$ cat config.mk
export PLATFORM = sky130hd
export DESIGN_NAME = http_request_header_parser
export DESIGN_NICKNAME = d
export VERILOG_FILES = /design/src/rtl/core/hrhp_pkg.sv /design/src/rtl/core/http_request_header_parser.sv
export SDC_FILE = /design/constraint.sdc
export NUM_CORES = 1
export LEC_CHECK = 0
export BUFFER_PORTS_ARGS = -buffer_cell sky130_fd_sc_hd__buf_2
export CAP_MARGIN = 5
export CORE_MARGIN = 5
export CORE_UTILIZATION = 56
export CTS_CLUSTER_DIAMETER = 50
export DETAILED_ROUTE_END_ITERATION = 8
export PLACE_DENSITY = 0.86
export SKIP_LAST_GASP = 1
export SLEW_MARGIN = 30
export SYNTH_ARGS = -nofsm -noshare
export SYNTH_HDL_FRONTEND = slang
export SYNTH_SLANG_ARGS = --single-unit
$ cat constraint.sdc
create_clock -name clock -period 4.43 [get_ports clock]
set_clock_uncertainty 0.2 [all_clocks]
set_input_delay 0.6645 -clock clock [delete_from_list [all_inputs] [get_ports clock]]
set_output_delay 0.6645 -clock clock [all_outputs]
set_load 0.01 [all_outputs]
$ cat src/rtl/core/hrhp_pkg.sv
// ----------------------------------------------------------------------------
// hrhp_pkg
// shared constants, codes and types of the request header parser
// ----------------------------------------------------------------------------
package hrhp_pkg;

   // sizing defaults
   localparam int HDR_BUF_BYTES       = 4096;
   localparam int FIELD_MAX_BYTES_DEF = 256;
   localparam int LENGTH_DIGITS_DEF   = 15;

   localparam int HDR_LEN_W   = 13;
   localparam int ACC_W       = 50;
   localparam int WIN_BYTES   = 16;

   localparam logic [HDR_LEN_W-1:0] MAX_HDR_RESET   = 13'd4096;
   localparam logic [HDR_LEN_W-1:0] METHOD_BYTES    = 13'd7;
   localparam logic [HDR_LEN_W-1:0] SHORT_HDR_BYTES = 13'd27;
   localparam logic [HDR_LEN_W-1:0] HOST_MIN_IDX    = 13'd21;

   // byte classes
   localparam logic [1:0] CLASS_OTHER = 2'd0;
   localparam logic [1:0] CLASS_URI   = 2'd1;
   localparam logic [1:0] CLASS_HOST  = 2'd2;
   localparam logic [1:0] CLASS_END   = 2'd3;

   // method codes
   localparam logic [3:0] METH_GET     = 4'd0;
   localparam logic [3:0] METH_POST    = 4'd1;
   localparam logic [3:0] METH_HEAD    = 4'd2;
   localparam logic [3:0] METH_OPTIONS = 4'd3;
   localparam logic [3:0] METH_PUT     = 4'd4;
   localparam logic [3:0] METH_TRACE   = 4'd5;
   localparam logic [3:0] METH_DELETE  = 4'd6;
   localparam logic [3:0] METH_CONNECT = 4'd7;
   localparam logic [3:0] METH_UNKNOWN = 4'd8;

   // parse status
   localparam logic [1:0] ST_OK        = 2'd0;
   localparam logic [1:0] ST_NO_METHOD = 2'd1;
   localparam logic [1:0] ST_BAD_REQ   = 2'd2;
   localparam logic [1:0] ST_TOO_LARGE = 2'd3;

   // field tracking phase
   typedef enum logic [2:0] {
      PH_IDLE    = 3'b001,
      PH_COLLECT = 3'b010,
      PH_DONE    = 3'b100
   } phase_type;

endpackage

$ cat src/rtl/core/http_request_header_parser.sv
// ----------------------------------------------------------------------------
// http_request_header_parser
// byte-wide request header parser with method, host, uri and length decode
// ----------------------------------------------------------------------------
// One header byte enters per request on req_data_byte (req_valid/req_stall).
// Each accepted byte produces one response on the rsp_ channel: the byte
// echoed with its class (other, uri, host value, header end). On the byte
// that completes CR LF CR LF, or that brings the header to the size limit,
// the response carries header_done with method, content length, header
// length and status, and the parser rearms for the next header.
// The response is registered: it is loaded into the output register at the
// edge that takes the byte.
// Throughput is one byte per cycle while no response is held by rsp_stall,
// set by the single pass of window compares and the times-ten length add.
// The csr_ channel writes max_header_bytes; it is always ready. The user must
// see that it is written only between requests; the block does not enforce it.
// Reset clears all parse state, empties the output register and sets
// max_header_bytes to 4096. While rsp_stall holds a response, req_stall is
// raised and the response holds; with rsp_stall low a byte is taken in
// every cycle.
// ----------------------------------------------------------------------------
module http_request_header_parser #(
   parameter int FIELD_MAX_BYTES = hrhp_pkg::FIELD_MAX_BYTES_DEF,
   parameter int LENGTH_DIGITS   = hrhp_pkg::LENGTH_DIGITS_DEF
) (
   input  logic        clock,
   input  logic        reset,

   input  logic        req_valid,
   output logic        req_stall,
   input  logic [7:0]  req_data_byte,

   output logic        rsp_valid,
   input  logic        rsp_stall,
   output logic [1:0]  rsp_byte_class,
   output logic [7:0]  rsp_echo_byte,
   output logic [3:0]  rsp_method_code,
   output logic [49:0] rsp_body_length,
   output logic [12:0] rsp_header_length,
   output logic [1:0]  rsp_parse_status,
   output logic        rsp_header_done,

   input  logic        csr_valid,
   output logic        csr_ready,
   input  logic [12:0] csr_max_header_bytes
);

   localparam int LW = hrhp_pkg::HDR_LEN_W;
   localparam int AW = hrhp_pkg::ACC_W;
   localparam int CW = $clog2(FIELD_MAX_BYTES + 1);
   localparam int DW = $clog2(LENGTH_DIGITS + 1);
   localparam int RW = 8 * (hrhp_pkg::WIN_BYTES - 1);
   localparam int BufCap = (hrhp_pkg::HDR_BUF_BYTES > 8191) ? 8191 : hrhp_pkg::HDR_BUF_BYTES;
   localparam logic [LW-1:0] BUF_CAP = LW'(BufCap);
   localparam logic [CW-1:0] FIELD_MAX = CW'(FIELD_MAX_BYTES);
   localparam logic [DW-1:0] DIGIT_MAX = DW'(LENGTH_DIGITS);
   localparam logic [31:0]  PAT_END  = 32'h0d0a0d0a;
   localparam logic [47:0]  PAT_HOST = "Host: ";
   localparam logic [127:0] PAT_LEN  = "Content-Length: ";

   // state
   logic [LW-1:0]       max_hdr_ff;
   logic [LW-1:0]       byte_cnt_ff, byte_cnt_in;
   logic [RW-1:0]       recent_ff, recent_in;
   logic [3:0]          method_ff, method_in;
   hrhp_pkg::phase_type uri_ph_ff, uri_ph_in;
   logic [CW-1:0]       uri_cnt_ff, uri_cnt_in;
   hrhp_pkg::phase_type host_ph_ff, host_ph_in;
   logic [CW-1:0]       host_cnt_ff, host_cnt_in;
   hrhp_pkg::phase_type len_ph_ff, len_ph_in;
   logic [AW-1:0]       acc_ff, acc_in;
   logic [DW-1:0]       dig_cnt_ff, dig_cnt_in;

   // response register
   logic        rsp_valid_ff;
   logic [1:0]  cls_ff, cls_in;
   logic [7:0]  echo_ff;
   logic [3:0]  meth_out_ff, meth_out_in;
   logic [49:0] clen_ff, clen_in;
   logic [12:0] hlen_ff, hlen_in;
   logic [1:0]  stat_ff, stat_in;
   logic        done_ff, done_in;

   logic           accept;
   logic [7:0]     c;
   logic [127:0]   win;
   logic [LW-1:0]  n;
   logic [LW-1:0]  limit;
   logic [3:0]     decoded;
   logic [1:0]     cls_c;
   logic           is_digit;
   logic           at_limit;
   logic [CW-1:0]  uri_cnt_inc;
   logic [CW-1:0]  host_cnt_inc;
   logic [DW-1:0]  dig_cnt_inc;

   assign csr_ready = 1'b1;
   assign req_stall = rsp_valid_ff & rsp_stall;
   assign accept    = req_valid & ~req_stall;

   assign c     = req_data_byte;
   assign win   = {recent_ff, c};
   assign n     = byte_cnt_ff + 1'b1;
   assign limit = (max_hdr_ff > BUF_CAP) ? BUF_CAP : max_hdr_ff;
   assign is_digit = (c >= 8'h30) && (c <= 8'h39);
   assign uri_cnt_inc  = uri_cnt_ff + 1'b1;
   assign host_cnt_inc = host_cnt_ff + 1'b1;
   assign dig_cnt_inc  = dig_cnt_ff + 1'b1;

   // method from the first seven bytes, first byte at window byte 6
   always_comb begin
      if (win[55:32] == "GET") begin
         decoded = hrhp_pkg::METH_GET;
      end else if (win[55:24] == "POST") begin
         decoded = hrhp_pkg::METH_POST;
      end else if (win[55:24] == "HEAD") begin
         decoded = hrhp_pkg::METH_HEAD;
      end else if (win[55:0] == "OPTIONS") begin
         decoded = hrhp_pkg::METH_OPTIONS;
      end else if (win[55:32] == "PUT") begin
         decoded = hrhp_pkg::METH_PUT;
      end else if (win[55:16] == "TRACE") begin
         decoded = hrhp_pkg::METH_TRACE;
      end else if (win[55:8] == "DELETE") begin
         decoded = hrhp_pkg::METH_DELETE;
      end else if (win[55:0] == "CONNECT") begin
         decoded = hrhp_pkg::METH_CONNECT;
      end else begin
         decoded = hrhp_pkg::METH_UNKNOWN;
      end
   end

   always_comb begin
      cls_c       = hrhp_pkg::CLASS_OTHER;
      recent_in   = win[RW-1:0];
      method_in   = (n == hrhp_pkg::METHOD_BYTES) ? decoded : method_ff;
      uri_ph_in   = uri_ph_ff;
      uri_cnt_in  = uri_cnt_ff;
      host_ph_in  = host_ph_ff;
      host_cnt_in = host_cnt_ff;
      len_ph_in   = len_ph_ff;
      acc_in      = acc_ff;
      dig_cnt_in  = dig_cnt_ff;
      byte_cnt_in = n;

      // uri
      case (uri_ph_ff)
         hrhp_pkg::PH_IDLE: begin
            if (c == 8'h20) uri_ph_in = hrhp_pkg::PH_COLLECT;
         end
         hrhp_pkg::PH_COLLECT: begin
            if (c == 8'h20 || c == 8'h0d || c == 8'h0a) begin
               uri_ph_in = hrhp_pkg::PH_DONE;
            end else begin
               cls_c      = hrhp_pkg::CLASS_URI;
               uri_cnt_in = uri_cnt_inc;
               if (uri_cnt_inc >= FIELD_MAX) uri_ph_in = hrhp_pkg::PH_DONE;
            end
         end
         default: ;
      endcase

      // host value
      case (host_ph_ff)
         hrhp_pkg::PH_IDLE: begin
            if (byte_cnt_ff >= hrhp_pkg::HOST_MIN_IDX && win[47:0] == PAT_HOST)
               host_ph_in = hrhp_pkg::PH_COLLECT;
         end
         hrhp_pkg::PH_COLLECT: begin
            if (c == 8'h0d) begin
               host_ph_in = hrhp_pkg::PH_DONE;
            end else begin
               if (cls_c == hrhp_pkg::CLASS_OTHER) cls_c = hrhp_pkg::CLASS_HOST;
               host_cnt_in = host_cnt_inc;
               if (host_cnt_inc >= FIELD_MAX) host_ph_in = hrhp_pkg::PH_DONE;
            end
         end
         default: ;
      endcase

      // content length
      case (len_ph_ff)
         hrhp_pkg::PH_IDLE: begin
            if (win == PAT_LEN) len_ph_in = hrhp_pkg::PH_COLLECT;
         end
         hrhp_pkg::PH_COLLECT: begin
            if (is_digit && dig_cnt_ff < DIGIT_MAX) begin
               acc_in     = (acc_ff << 3) + (acc_ff << 1) + AW'(c[3:0]);
               dig_cnt_in = dig_cnt_inc;
               if (dig_cnt_inc >= DIGIT_MAX) len_ph_in = hrhp_pkg::PH_DONE;
            end else begin
               len_ph_in = hrhp_pkg::PH_DONE;
            end
         end
         default: ;
      endcase

      // header end
      at_limit    = (n >= limit);
      done_in     = at_limit || (win[31:0] == PAT_END);
      cls_in      = cls_c;
      meth_out_in = 4'd0;
      clen_in     = '0;
      hlen_in     = '0;
      stat_in     = hrhp_pkg::ST_OK;
      if (done_in) begin
         cls_in      = hrhp_pkg::CLASS_END;
         meth_out_in = (n >= hrhp_pkg::METHOD_BYTES) ? method_in : hrhp_pkg::METH_UNKNOWN;
         clen_in     = acc_in;
         hlen_in     = n;
         if (at_limit) begin
            stat_in = hrhp_pkg::ST_TOO_LARGE;
         end else if (n < hrhp_pkg::METHOD_BYTES) begin
            stat_in = hrhp_pkg::ST_BAD_REQ;
         end else if (meth_out_in == hrhp_pkg::METH_UNKNOWN) begin
            stat_in = hrhp_pkg::ST_NO_METHOD;
         end else if (n <= hrhp_pkg::SHORT_HDR_BYTES || host_ph_in == hrhp_pkg::PH_IDLE) begin
            stat_in = hrhp_pkg::ST_BAD_REQ;
         end
         // rearm
         byte_cnt_in = '0;
         recent_in   = '0;
         method_in   = 4'd0;
         uri_ph_in   = hrhp_pkg::PH_IDLE;
         uri_cnt_in  = '0;
         host_ph_in  = hrhp_pkg::PH_IDLE;
         host_cnt_in = '0;
         len_ph_in   = hrhp_pkg::PH_IDLE;
         acc_in      = '0;
         dig_cnt_in  = '0;
      end
   end

   always_ff @(posedge clock) begin
      if (reset) begin
         max_hdr_ff  <= hrhp_pkg::MAX_HDR_RESET;
         byte_cnt_ff <= '0;
         recent_ff   <= '0;
         method_ff   <= 4'd0;
         uri_ph_ff   <= hrhp_pkg::PH_IDLE;
         uri_cnt_ff  <= '0;
         host_ph_ff  <= hrhp_pkg::PH_IDLE;
         host_cnt_ff <= '0;
         len_ph_ff   <= hrhp_pkg::PH_IDLE;
         acc_ff      <= '0;
         dig_cnt_ff  <= '0;
         rsp_valid_ff <= 1'b0;
      end else begin
         if (csr_valid && csr_ready) max_hdr_ff <= csr_max_header_bytes;
         if (accept) begin
            byte_cnt_ff  <= byte_cnt_in;
            recent_ff    <= recent_in;
            method_ff    <= method_in;
            uri_ph_ff    <= uri_ph_in;
            uri_cnt_ff   <= uri_cnt_in;
            host_ph_ff   <= host_ph_in;
            host_cnt_ff  <= host_cnt_in;
            len_ph_ff    <= len_ph_in;
            acc_ff       <= acc_in;
            dig_cnt_ff   <= dig_cnt_in;
            rsp_valid_ff <= 1'b1;
         end else if (rsp_valid_ff && !rsp_stall) begin
            rsp_valid_ff <= 1'b0;
         end
      end
   end

   always_ff @(posedge clock) begin
      if (accept) begin
         cls_ff      <= cls_in;
         echo_ff     <= c;
         meth_out_ff <= meth_out_in;
         clen_ff     <= clen_in;
         hlen_ff     <= hlen_in;
         stat_ff     <= stat_in;
         done_ff     <= done_in;
      end
   end

   assign rsp_valid          = rsp_valid_ff;
   assign rsp_byte_class     = cls_ff;
   assign rsp_echo_byte      = echo_ff;
   assign rsp_method_code    = meth_out_ff;
   assign rsp_body_length    = clen_ff;
   assign rsp_header_length  = hlen_ff;
   assign rsp_parse_status   = stat_ff;
   assign rsp_header_done    = done_ff;

   // checks
   a_done_class: assert property (@(posedge clock) disable iff (reset)
      rsp_valid_ff |-> (done_ff == (cls_ff == hrhp_pkg::CLASS_END)))
      else $error("header end flag and class disagree");

   a_summary_zero: assert property (@(posedge clock) disable iff (reset)
      (rsp_valid_ff && !done_ff) |-> (hlen_ff == '0 && clen_ff == '0 && meth_out_ff == 4'd0))
      else $error("summary fields set before header end");

   a_rearm: assert property (@(posedge clock) disable iff (reset)
      (accept && done_in) |=> (byte_cnt_ff == '0 && recent_ff == '0))
      else $error("parser not rearmed after header end");

   a_uri_bound: assert property (@(posedge clock) disable iff (reset)
      (uri_ph_ff == hrhp_pkg::PH_COLLECT) |-> (uri_cnt_ff < FIELD_MAX))
      else $error("uri count past field limit");

endmodule

# After elaboration in Yosys (flattened, before gate mapping)
# Cells that the tools add are included.
# W data, S select, Z words.
dict set report totals {
  reg_bits 312
  output_inout_bits 83
  input_bits 26
}
dict set report classes {
  reduce_logical 22
  n_eq_ne 29
  n_mux 52
  n_addsub 6
  order_cmp 12
  bitwise_logic 3
}
# cell count
set ops {}
lappend ops {{$mux W50} 3}
lappend ops {{$eq A128 B127 Y1 const B} 1}
lappend ops {{$mux W120} 1}
lappend ops {{$eq A56 B55 Y1 const B} 2}
lappend ops {{$eq A48 B47 Y1 const B} 2}
lappend ops {{$eq A32 B31 Y1 const B} 2}
lappend ops {{$mux W4} 14}
lappend ops {{$mux W9} 6}
lappend ops {{$add A50 B4 Y50} 1}
lappend ops {{$add A50 B50 Y50} 1}
lappend ops {{$eq A24 B23 Y1 const B} 2}
lappend ops {{$eq A40 B39 Y1 const B} 1}
lappend ops {{$mux W3} 12}
lappend ops {{$eq A32 B28 Y1 const B} 1}
lappend ops {{$mux W13} 2}
lappend ops {{$add A9 B1 Y9 const B} 2}
lappend ops {{$ge A9 B9 Y1 const B} 2}
lappend ops {{$pmux W3 S2} 3}
lappend ops {{$eq A8 B4 Y1 const B} 2}
lappend ops {{$mux W2} 7}
lappend ops {{$add A13 B1 Y13 const B} 1}
lappend ops {{$eq A13 B3 Y1 const B} 1}
lappend ops {{$ge A13 B13 Y1} 1}
lappend ops {{$ge A13 B3 Y1 const B} 1}
lappend ops {{27 further kinds} 53}

# Depth between registers and ports, before layout
# Gate-level depths: netlist of the first run.
dict set report logic_depth {
  word_depth 15
  depth_mapped 18
  depth_no_buf 15
}

# Least setup slack after synthesis of the first run
# Ideal clock, no wire load.
dict set report synth_timing {
  kind {input to register}
  from {input rsp_stall}
  to {register clen_ff[0], in the netlist rsp_body_length[0] (enable)}
  n_path_buf 3
  slack_ps -62
  path_stages 6
  setup_ps 475
  required_ps 3755
  arrival_ps 3817
  path_cell_list {nand2_1 > nand2_1 > inv_1 > clkbuf_1 > buf_1 > buf_1}
}
dict set report synth_between {
  elab_chain_cells 3
}
# item line_no
set synth_lines {}
lappend synth_lines {{start, declared} http_request_header_parser.sv:34} ;# input logic rsp_stall,
lappend synth_lines {{$and A1 B1 Y1} http_request_header_parser.sv:98} ;# assign req_stall = rsp_valid_ff & rsp_stall;
lappend synth_lines {{$not A1 Y1} http_request_header_parser.sv:99} ;# assign accept = req_valid & ~req_stall;
lappend synth_lines {{$and A1 B1 Y1} http_request_header_parser.sv:99}
lappend synth_lines {{via accept} http_request_header_parser.sv:84} ;# logic accept;
lappend synth_lines {{end signal, assigned} http_request_header_parser.sv:273} ;# clen_ff <= clen_in;
lappend synth_lines {{end, declared} http_request_header_parser.sv:79} ;# logic [49:0] clen_ff, clen_in;
# The timed path passes the listed nets, and every way through them passes these cells.
# A chain may end at the register's enable or synchronous reset.

# Worst setup path after layout of the first run
dict set report layout_timing {
  from {register byte_cnt_ff[2]}
  to {register acc_ff[20]}
}
dict set report layout_between {
  elab_chain_cells 4
}
# item line_no
set layout_lines {}
lappend layout_lines {{start, declared} http_request_header_parser.sv:63} ;# logic [LW-1:0] byte_cnt_ff, byte_cnt_in;
lappend layout_lines {{start signal, assigned} http_request_header_parser.sv:251} ;# byte_cnt_ff <= byte_cnt_in;
lappend layout_lines {{$add A13 B1 Y13} http_request_header_parser.sv:103} ;# assign n = byte_cnt_ff + 1'b1;
lappend layout_lines {{via n[10]} http_request_header_parser.sv:87} ;# logic [LW-1:0] n;
lappend layout_lines {{$ge A13 B13 Y1} http_request_header_parser.sv:199} ;# at_limit = (n >= limit);
lappend layout_lines {{$logic_or A1 B1 Y1} http_request_header_parser.sv:200} ;# done_in = at_limit || (win[31:0] == PAT_END);
lappend layout_lines {{$mux W50} http_request_header_parser.sv:206} ;# if (done_in) begin
lappend layout_lines {{end signal, assigned} http_request_header_parser.sv:259} ;# acc_ff <= acc_in;
lappend layout_lines {{end, declared} http_request_header_parser.sv:71} ;# logic [AW-1:0] acc_ff, acc_in;
# The timed path passes the listed nets, and every way through them passes these cells.

==> impl_results.md, run 1 <==
- Status: completed
- I/O pin total: between 100 and 150
- Final hold vios: 0
- CTS tree: built
- Avg Cell Area, Syn: ~8.3 µm²
- Required time of the critical path: between 4 and 5 ns
- Post-CTS Resized: 0
- Setup violations, final: 0
- Synth warn: 0
- Post-synth ARST share: 0%
- Clock Pin Slew Worst Setup and Hold Paths: roughly 0.06 ns
- CTS Hold Bufs: 0
- Synth Flop Type: dfxtp_1
- WL final: between 40000 and 50000 µm
- Drt initial violations: approximately 1700
- Setup tns final: 0 ns
- CP Data Arrival Time: approximately 4.3 ns
- Unrepaired setup endpoints after global routing: no
- Routed len/inst: approximately 19 µm
- Post-DP HPWL: approximately 33000 µm
- Post-CTS Setup Inserts: 0
- Fraction of layout cells with a size suffix above 1: about a tenth
- GPL Wtd Cong: between 0.9 and 1
- Die Wd: roughly 190 µm
- F_max: approximately 0.25 GHz
- Worst min-delay path class: primary input to register
- Max_slew headroom: around two fifths
- Layout net count: between 2000 and 2500
- Top delay family on crit path: simple AND/OR/NAND/NOR gates
- IO Port Bufs: around 110
- Core footprint: roughly 0.031 mm²
- CTS Sinks: around 310
- Fin crit share: 90.6%
- Worst-Skew Late Latency: roughly 0.52 ns
- Buffer depth of the longest clock path: 3
- WP buf/inv: 2
- Slowest stage delay, CP: 0.48 ns
- GRT Overall Usage: roughly 27%
- H-tree levels: 2
- Drt via density: 6.29
- Post-synth cell types: 76
- Vias post-DR: 15972
- Commonest non-fill, non-tap cell in the layout: nand2_1
- Final routed DRC violation total: 0
- Seq/Total Area, Yosys: 40.9%
- Area grow syn2layout: 12.3%
- FF+latch count, synth: between 300 and 400
- Die area: around 0.034 mm²
- Global route overflow: 0
- Post-Synthesis Cell Area: about 0.017 mm²
- Slew Limit Fails: 0
- Pwr/cell area: between 300 and 400 mW/mm²
- Rows: 64
- Crit-path cells: and4_1, nand3_1, xnor2_1, ha_1, a21oi_1, nand3_1, a211o_1, o21a_1, nor2_4, inv_1, nor2_1, buf_4, o21ai_0, a21oi_1
- Startpoint types: register
- Root Driver: clkbuf_16
- Critical path class: register to register
- Number of flops mapped to enable cells by yosys: 80
- Fin crit period: 4.01 ns
- DRT antenna net count: 0
- Global-route wire length before repair: 76600 µm
- Slowest cell on the critical path: dfxtp_1
- # diodes: 0
- Placed Cells: about 2500
- TritonCTS buffer count: 37
- Max FO, Critical Path: 9
- DR pass1 iterations: 6
- Initial antenna violation count: 0
- Non-filler instance count after layout: around 2500
- Die Y: 185 µm
- Synth Instances: ~2100
- Crit end category: register
- Most frequent cells in the layout: nand2_1 (292), a21oi_1 (245), dfxtp_1 (232)
- Largest net degree at the start of global routing: approximately 140
- Worst vdd ir: 338 µV
- Hold WS: 0.174 ns
- Vias in the first global route: about 15000
- Worst slew pin tran: 0.873 ns
- Initial core utilization: 56.5%
- P_leak: ~7.6 nW
- Max_cap viols: 0
- Synthesized Nets: between 2000 and 2500
==> registers in the layout (all words and copies together), names as in the netlist <==
| name | flops |
|---|---|
| len_ph_ff | 3 |
| host_ph_ff | 3 |
| host_cnt_ff | 9 |
| uri_ph_ff | 3 |
| rsp_method_code | 4 |
| rsp_parse_status | 2 |
| rsp_valid | 1 |
| max_hdr_ff | 13 |
| rsp_header_length | 13 |
| dig_cnt_ff | 4 |
| rsp_body_length | 50 |
| rsp_echo_byte | 8 |
| recent_ff | 120 |
| uri_cnt_ff | 9 |
| method_ff | 4 |
| byte_cnt_ff | 13 |
| rsp_byte_class | 2 |
| rsp_header_done | 1 |
| acc_ff | 50 |
==> tightest hold or removal path, stage by stage <==
cell	delay, ns
buf_2	0.08
nand2_1	0.04
o211ai_1	0.07
==> cell type report <==
cell class,instances,area [µm²]
Clock inverter,18,223
Sequential cell,312,7050
Fill cell,2519,11200
Clock buffer,45,976
Inverter,32,129
Multi-Input combinational cell,1590,9560
Tap cell,396,495
Timing Repair Buffer,148,916
==> metal layers <==
metal	wire (µm)	global-route usage [%]
met5	0	0
met4	1760	10.6
met2	22700	45.5
met3	3720	4.08
met1	19400	34.8
==> final timing paths <==
| check | start | to | slack (ns) | cells after the start |
|---|---|---|---|---|
| worst max register to register | byte_cnt_ff[2]$_SDFFE_PP0P_ | acc_ff[20]$_SDFFE_PP0P_ | 0.42 | 14 |
| worst min register to register | acc_ff[49]$_SDFFE_PP0P_ | acc_ff[49]$_SDFFE_PP0P_ | 0.25 | 2 |
| worst max-delay path | byte_cnt_ff[2]$_SDFFE_PP0P_ | acc_ff[20]$_SDFFE_PP0P_ | 0.42 | 14 |
| worst min-delay path | csr_max_header_bytes[12] | max_hdr_ff[12]$_SDFFE_PP1P_ | 0.17 | 3 |
==> cell families after synthesis <==
logic type / Yosys count / synth area share (%)
XOR/XNOR: 63 / 3.20
buffers and inverters: 166 / 3.75
adder cells (fa/ha/maj): 116 / 8.51
AO/OA/AOI/OAI: 481 / 16.6
multiplexers: 31 / 1.83
AND/OR/NAND/NOR: 898 / 25.2
other: 1 / 0.0218
flip-flops: 312 / 40.9
==> power breakdown <==
group | switching, W | leakage [nW] | internal, W
registers | 0.0000350 | 2.67 | 0.00298
clock network | 0.00121 | 0.589 | 0.00182
logic | 0.000340 | 4.35 | 0.000125
total | 0.00158 | 7.61 | 0.00492
==> Yosys cell counts, types with 7 or more instances <==
cell / instances / area share [%]
nand4_1: 36 / 1.3
and3_1: 14 / 0.51
nand2b_1: 10 / 0.36
a211oi_1: 11 / 0.48
edfxtp_1: 80 / 14
xnor2_1: 32 / 1.6
nand4b_1: 9 / 0.46
nand3b_1: 7 / 0.31
nor4bb_1: 11 / 0.64
buf_2: 8 / 0.23
nand3_1: 189 / 5.5
o21ai_0: 84 / 2.4
and4_1: 9 / 0.46
o21a_1: 10 / 0.44
a21o_1: 22 / 0.96
mux2i_1: 27 / 1.6
or3_1: 15 / 0.54
a21oi_1: 245 / 7.1
o31ai_1: 7 / 0.31
o211ai_1: 7 / 0.31
nor2_1: 162 / 3.5
nor2b_1: 16 / 0.58
and2_1: 27 / 0.98
a31oi_1: 14 / 0.51
a22oi_1: 20 / 0.87
xor2_1: 31 / 1.6
ha_1: 114 / 8.3
dfxtp_1: 232 / 27
nand2_1: 293 / 6.4
nor3_1: 49 / 1.4
buf_1: 12 / 0.26
nor4_1: 18 / 0.65
inv_1: 31 / 0.68
clkbuf_1: 112 / 2.4
nor4b_1: 11 / 0.56
==> per-stage QoR <==
| stage | area, µm² | power (W) | worst slack [ns] | utilization [%] |
|---|---|---|---|---|
| 2_1_floorplan | 17200 | 0.00336 | 0.0549 | - |
| 3_3_place_gp | 18100 | 0.00353 | 0.117 | 59.5 |
| 3_5_place_dp | 18100 | 0.00354 | 0.00232 | 59.5 |
| 4_1_cts | 19300 | 0.00653 | 0.431 | 63.4 |
| 5_1_grt | 19300 | 0.00671 | 0.0745 | 63.4 |
| 6_report | 19300 | 0.00651 | 0.416 | 63.4 |
No activity file was read; power rests on OpenSTA's default activity.
==> run 2: changes to the inputs <==
--- a/config.mk
+++ b/config.mk
@@ -8,10 +8,10 @@
 export BUFFER_PORTS_ARGS = -buffer_cell sky130_fd_sc_hd__buf_2
 export CAP_MARGIN = 5
 export CORE_MARGIN = 5
-export CORE_UTILIZATION = 56
+export CORE_UTILIZATION = 60
 export CTS_CLUSTER_DIAMETER = 50
 export DETAILED_ROUTE_END_ITERATION = 8
-export PLACE_DENSITY = 0.86
+export PLACE_DENSITY = 0.88
 export SKIP_LAST_GASP = 1
 export SLEW_MARGIN = 30
 export SYNTH_ARGS = -nofsm -noshare
==> constraint.sdc (replaced) <==
create_clock -name clock -period 4 [get_ports clock]
set_clock_uncertainty 0.2 [all_clocks]
set_input_delay 0.6 -clock clock [delete_from_list [all_inputs] [get_ports clock]]
set_output_delay 0.6 -clock clock [all_outputs]
set_load 0.01 [all_outputs]
==> impl_results.md, run 2 (synthesized netlist as in run 1, its figures left out) <==
- Post-DP Area: 0.0183 mm² (+0.87%)
- Max FFs per register: 120 (unchanged)
- Top delay family on crit path: compound AO/OA/AOI/OAI gates
- # diodes: 0 (unchanged)
- GPL Wtd Cong: 0.980 (+2.8%)
- Drt initial violations: 1495 (-11%)
- Status: completed
- Worst-Skew Late Latency: 0.52 ns (about the same)
- Crit end category: register
- Worst min-delay path class: primary input to register
- DRT antenna net count: 0 (unchanged)
- Pwr/cell area: 362 mW/mm² (+7.8%)
- Fraction of layout cells with a size suffix above 1: 12.3% (+1.8 points)
- Critical path class: register to register
- Biggest register: recent_ff
- Routed len/inst: 18.8 µm (+0.59%)
- Core footprint: 0.0285 mm² (-6.4%)
- DR pass1 iterations: 6 (unchanged)
- Rows: 62 (-3.1%)
- WL final: 48100 µm (+1.2%)
- Commonest non-fill, non-tap cell in the layout: nand2_1
- Drt via density: 6.32 (+0.52%)
- Setup violations, final: 0 (unchanged)
- Largest net degree at the start of global routing: 164 (+14%)
- F_max: 0.264 GHz (+5.8%)
- Initial antenna violation count: 1 (+1)
- TritonCTS buffer count: 35 (-5.4%)
- Worst slew pin tran: 0.821 ns (-0.0519 ns)
- Area grow syn2layout: 13.5%
- Final routed DRC violation total: 0 (unchanged)
- CTS tree: built
- Fin crit share: 94.8% (+4.2 points)
- Die area: 0.0322 mm² (-6.3%)
- Initial core utilization: 60.3% (+3.9 points)
- Finished Core Util: 68.5% (+5.1 points)
- CTS Sinks: 312 (unchanged)
- WP buf/inv: 3 (+1)
- Startpoint types: register
- P_leak: 7.75 nW (+1.8%)
- Root Driver: clkbuf_16
- Die Y: 179 µm (-3.2%)
- Die Wd: 179 µm (-3.2%)
- Max_slew headroom: 44.5% (+3.5 points)
- Hold depth: 3 (unchanged)
- Placed Cells: 2491 (+0.52%)
- Required time of the critical path: 4.05 ns (-0.62 ns)
- Vias post-DR: 16156 (+1.2%)
- Slowest cell on the critical path: fa_1
- Post-DP HPWL: 32900 µm (about the same)
- Max_cap viols: 0 (unchanged)
- GRT Overall Usage: 28.2% (+1.3 points)
- Slew Limit Fails: 0 (unchanged)
- Non-filler instance count after layout: 2557 (+0.63%)
- Layout net count: 2289 (+1.1%)
- Crit path depth: 14 (unchanged)
- Worst vdd ir: 309 µV (-8.4%)
- R2R cell count: 14 (unchanged)
- IO Port Bufs: 107 (unchanged)
- Final hold vios: 0 (unchanged)
- Fin crit period: 3.79 ns (-0.222 ns)
- Vias in the first global route: 15283 (+1.6%)
- Slowest stage delay, CP: 0.51 ns (+0.03 ns)
- Global-route wire length before repair: 77600 µm (+1.3%)
- Global route overflow: 0 (unchanged)
- CTS Hold Bufs: 0 (unchanged)
- Crit-path cells: inv_1, fa_1, inv_1, fa_1, a211oi_1, nor2_1, o21ai_1, buf_4, a21oi_1, nor2_1, o21ai_1, a31o_2, xnor2_1, o21ai_0
- Buffer depth of the longest clock path: 3 (unchanged)
- Clock Pin Slew Worst Setup and Hold Paths: 0.06 ns (about the same)
- Post-Layout Inst Area: 0.0196 mm² (+1.1%)
- Max FO, Critical Path: 4 (-5)
- CP Data Arrival Time: 3.84 ns (-0.41 ns)
- I/O pin total: 109 (unchanged)
- H-tree levels: 2 (unchanged)
- Most frequent cells in the layout: nand2_1 (292), a21oi_1 (245), dfxtp_1 (232)
[run 2: worst paths after layout]
| check | startpoint | endpoint | slack, ns |
|---|---|---|---|
| max | acc_ff[0]$_SDFFE_PP0P_ | rsp_body_length[44]$_SDFFCE_PN0P_ | 0.21 |
| min | csr_max_header_bytes[12] | max_hdr_ff[12]$_SDFFE_PP1P_ | 0.11 |
| max reg2reg | acc_ff[0]$_SDFFE_PP0P_ | rsp_body_length[44]$_SDFFCE_PN0P_ | 0.21 |
| min reg2reg | acc_ff[49]$_SDFFE_PP0P_ | acc_ff[49]$_SDFFE_PP0P_ | 0.25 |
[run 2: repair_timing]
action                                 CTS  global route
endpoints found under the hold margin    0             0
gates cloned                             0             1
setup endpoints to repair                2           190
resized for setup                        2            14
setup buffers                            0             2
pin swaps                                0             2
[run 2: per-layer routing]
layer | track usage, % | vias up | part of all wire (%)
li1 | - | 7651 | -
met1 | 35.8 | 7650 | 41
met2 | 48.5 | 709 | 48
met3 | 4.39 | 144 | 7.2
met4 | 11.0 | 2 | 3.9
met5 | 0 | - | 0.027
[run 2: through the flow]
| step | power (W) | hold slack (ns) | setup TNS (ns) | setup WS, ns |
|---|---|---|---|---|
| 2_1_floorplan | 0.00372 | 0.216 | 0 | 0.114 |
| 5_1_grt | 0.00731 | 0.0987 | -0.00488 | -0.00392 |
| 4_1_cts | 0.00708 | 0.0976 | 0 | 0.0353 |
| 3_5_place_dp | 0.00392 | 0.244 | -3.51 | -0.316 |
| 3_3_place_gp | 0.00391 | 0.227 | -1.02 | -0.164 |
| 6_report | 0.00709 | 0.108 | 0 | 0.207 |
[run 2: tightest hold or removal path, cell delays in order]
cell and delay (ns):
buf_2 0.08, nand2_1 0.04, o211ai_1 0.06
[run 2: final cells by class]
cell class	instances	area (µm²)
sequential	312	7050
multi-input combinational	1590	9600
timing repair buffer	176	1140
inverter	32	129
tap	384	480
clock inverter	21	201
fill	2305	8990
clock buffer	42	956
[run 2: power by group]
| part | switching, W | internal [W] | leakage (nW) |
|---|---|---|---|
| combinational | 0.000387 | 0.000151 | 4.51 |
| clock | 0.00134 | 0.00187 | 0.566 |
| sequential | 0.0000394 | 0.00330 | 2.67 |
==> run 3: changes to the inputs <==
--- a/config.mk
+++ b/config.mk
@@ -8,10 +8,10 @@
 export BUFFER_PORTS_ARGS = -buffer_cell sky130_fd_sc_hd__buf_2
 export CAP_MARGIN = 5
 export CORE_MARGIN = 5
-export CORE_UTILIZATION = 60
+export CORE_UTILIZATION = 56
 export CTS_CLUSTER_DIAMETER = 50
 export DETAILED_ROUTE_END_ITERATION = 8
-export PLACE_DENSITY = 0.88
+export PLACE_DENSITY = 0.86
 export SKIP_LAST_GASP = 1
 export SLEW_MARGIN = 30
 export SYNTH_ARGS = -nofsm -noshare
==> constraint.sdc (replaced) <==
create_clock -name clock -period 3.3 [get_ports clock]
set_clock_uncertainty 0.2 [all_clocks]
set_input_delay 0.495 -clock clock [delete_from_list [all_inputs] [get_ports clock]]
set_output_delay 0.495 -clock clock [all_outputs]
set_load 0.01 [all_outputs]
==> impl_results.md, run 3 (synthesized netlist as in run 1, its figures left out) <==
- Routed len/inst: 22.9 µm (+22%)
- Die Y: 185 µm (+3.3%)
- Clk pwr share: 46.4% (+1.1 points)
- Combinational Power Share: 11.6% (+4.0 points)
- Buffer depth of the longest clock path: 3 (unchanged)
- R2R Setup Slk: -0.39 ns (-0.59 ns)
- Filler cell count: 1749 (-24%)
- Rows: 64 (+3.2%)
- Final hold vios: 0 (unchanged)
- Initial antenna violation count: 0 (-1)
- Slew Limit Fails: 0 (unchanged)
- Worst slew pin tran: 0.736 ns (-0.0843 ns)
- Max_slew headroom: 50.2% (+5.7 points)
- Crit Reg-Reg Endpoint: acc_ff[0]$_SDFFE_PP0P_
- Fin crit period: 3.69 ns (-0.106 ns)
- Largest net degree at the start of global routing: 144 (-12%)
- P_sw: 0.00249 W (+41%)
- WL final: 63100 µm (+31%)
- Core footprint: 0.0305 mm² (+6.9%)
- H-tree levels: 2 (unchanged)
- Finished Core Util: 76.0% (+7.5 points)
- # diodes: 0 (unchanged)
- Reg2reg start: byte_cnt_ff[3]$_SDFFE_PP0P_
- GPL Wtd Cong: 1.03 (+5.4%)
- Initial core utilization: 56.5% (-3.9 points)
- Placed Cells: 2615 (+5.0%)
- Sequential power share: 42.0% (-5.2 points)
- Global route overflow: 0 (unchanged)
- Fraction of layout cells with a size suffix above 1: 29.6% (+17 points)
- Total power: 0.00966 W (+36%)
- I/O pin total: 109 (unchanged)
- Area grow syn2layout: 34.6%
- Sw Share: 25.8% (+0.89 points)
- Hold path start: csr_max_header_bytes[2]
- IO Port Bufs: 107 (unchanged)
- R2R cell count: 16 (+2)
- Max_cap viols: 0 (unchanged)
- Non-filler instance count after layout: 2751 (+7.6%)
- GRT Overall Usage: 29.4% (+1.2 points)
- Worst-Skew Late Latency: 0.54 ns (+0.02 ns)
- Hold depth: 3 (unchanged)
- P_int: 0.00717 W (+35%)
- DRT antenna net count: 0 (unchanged)
- Unrepaired setup endpoints after global routing: yes
- Hold Path End: max_hdr_ff[2]$_SDFFE_PP0P_
- Vias in the first global route: 16760 (+9.7%)
- Layout net count: 2467 (+7.8%)
- Post-DP HPWL: 35800 µm (+9.0%)
- Drt initial violations: 2668 (+78%)
- Pwr/cell area: 417 mW/mm² (+15%)
- Final routed DRC violation total: 0 (unchanged)
- Startpoint types: register
- Global-route wire length before repair: 83700 µm (+7.8%)
- Die area: 0.0344 mm² (+6.7%)
- Max FFs per register: 120 (unchanged)
- DR pass1 iterations: 6 (unchanged)
- Worst vdd ir: 419 µV (+35%)
- Root Driver: clkbuf_16
- CTS Sinks: 312 (unchanged)
- Biggest register: recent_ff
- Clock Pin Slew Worst Setup and Hold Paths: 0.07 ns (about the same)
- Crit end category: register
- TritonCTS buffer count: 40 (+14%)
- Most frequent cells in the layout: nand2_1 (272), dfxtp_1 (217), a21oi_1 (182)
- Fin crit share: 112% (+17 points)
- Critical path class: register to register
- Setup violations, final: 285 (+285)
- F_max: 0.271 GHz (+2.9%)
- Status: finished, violations left
- Vias post-DR: 18608 (+15%)
- Worst min-delay path class: primary input to register
- P_leak: 9.24 nW (+19%)
- CTS tree: built
- Violated checks: negative setup slack
- Commonest non-fill, non-tap cell in the layout: nand2_1
- Required time of the critical path: 3.52 ns (-0.53 ns)
- Max FO, Critical Path: 7 (+3)
- Die Wd: 185 µm (+3.3%)
- Setup ws final: -0.386 ns (-0.594 ns)
- Drt via density: 6.76 (+7.1%)
- CP Data Arrival Time: 3.91 ns (+0.07 ns)
## run 3: changes by cell type in the layout (fill, tap and decap cells not counted), sizes merged
cell	delta
dlygate4sd3	+4
bufinv	+2
buf	+155
clkbuf	+24
clkinv	-3
## run 3: worst max-delay path, stage by stage, from the launching register on
cell	delay, ns
dfxtp_2	0.35
buf_4	0.15
nand3_1	0.13
or3_1	0.41
nand2_1	0.15
ha_1	0.27
nand4_1	0.15
nor2_1	0.11
a211o_1	0.32
buf_4	0.15
o21ai_4	0.19
nand3_2	0.13
buf_6	0.19
nor2_4	0.18
clkbuf_16	0.21
a22oi_2	0.08
nor2_1	0.17
## run 3: stage by stage
step | worst slack (ns) | TNS, ns | hold slack [ns] | area, µm²
floorplan | -0.0411 | -0.0971 | 0.216 | 17400
global placement | -0.380 | -13.40 | 0.228 | 19400
detailed placement | -0.491 | -31.43 | 0.245 | 19400
CTS | -0.0915 | -0.840 | 0.00130 | 21300
global route | -0.401 | -67.04 | 0.0336 | 23200
finish | -0.386 | -61.80 | 0.00902 | 23200
## run 3: metal layers
| layer | track usage [%] | share of wire [%] | up-vias | wire, µm |
|---|---|---|---|---|
| met3 | 4.71 | 11 | 442 | 6690 |
| li1 | - | - | 8007 | - |
| met2 | 50.6 | 46 | 1425 | 29300 |
| met1 | 36.2 | 35 | 8734 | 22300 |
| met4 | 13.3 | 7.7 | 0 | 4840 |
| met5 | 0 | 0 | - | 0 |
## run 3: what timing repair did
item,4_1_cts,5_1_grt
pin swaps,34,139
hold buffers,4,0
endpoints found under the setup margin,229,280
hold endpoints to repair,4,0
setup buffers,14,29
gates resized for setup,98,309
gates cloned,2,18
## run 3: how the worst max path moves through the flow
stage                                     start                                 to  cells past startpoint
finish              byte_cnt_ff[3]$_SDFFE_PP0P_             acc_ff[0]$_SDFFE_PP0P_                     16
global route            acc_ff[41]$_SDFFE_PP0P_  rsp_body_length[49]$_SDFFCE_PN0P_                     10
CTS                      acc_ff[2]$_SDFFE_PP0P_  rsp_body_length[30]$_SDFFCE_PN0P_                     14
detailed placement             req_data_byte[3]  rsp_body_length[46]$_SDFFCE_PN0P_                     14
global placement               req_data_byte[3]  rsp_body_length[46]$_SDFFCE_PN0P_                     14
floorplan                      req_data_byte[3]  rsp_body_length[22]$_SDFFCE_PN0P_                     13
## run 3: cell type report
| type | count | area [µm²] | share of cell area [%] |
|---|---|---|---|
| clock buffers | 52 | 1110 | 4.78 |
| clock inverters | 20 | 239 | 1.03 |
| inverters | 32 | 140 | 0.604 |
| multi-input cells | 1590 | 11000 | 47.4 |
| flip-flops and latches | 312 | 7070 | 30.5 |
| well taps | 396 | 495 | 2.14 |
| repair buffers | 349 | 3130 | 13.5 |
## run 3: power groups by stage
stage / clock, W / sequential [W] / combinational [W]
5_1_grt: 0.00466 / 0.00406 / 0.00115
6_report: 0.00448 / 0.00406 / 0.00112
2_1_floorplan: 0 / 0.00415 / 0.000363
3_5_place_dp: 0 / 0.00413 / 0.000716
3_3_place_gp: 0 / 0.00413 / 0.000698
4_1_cts: 0.00446 / 0.00405 / 0.000803
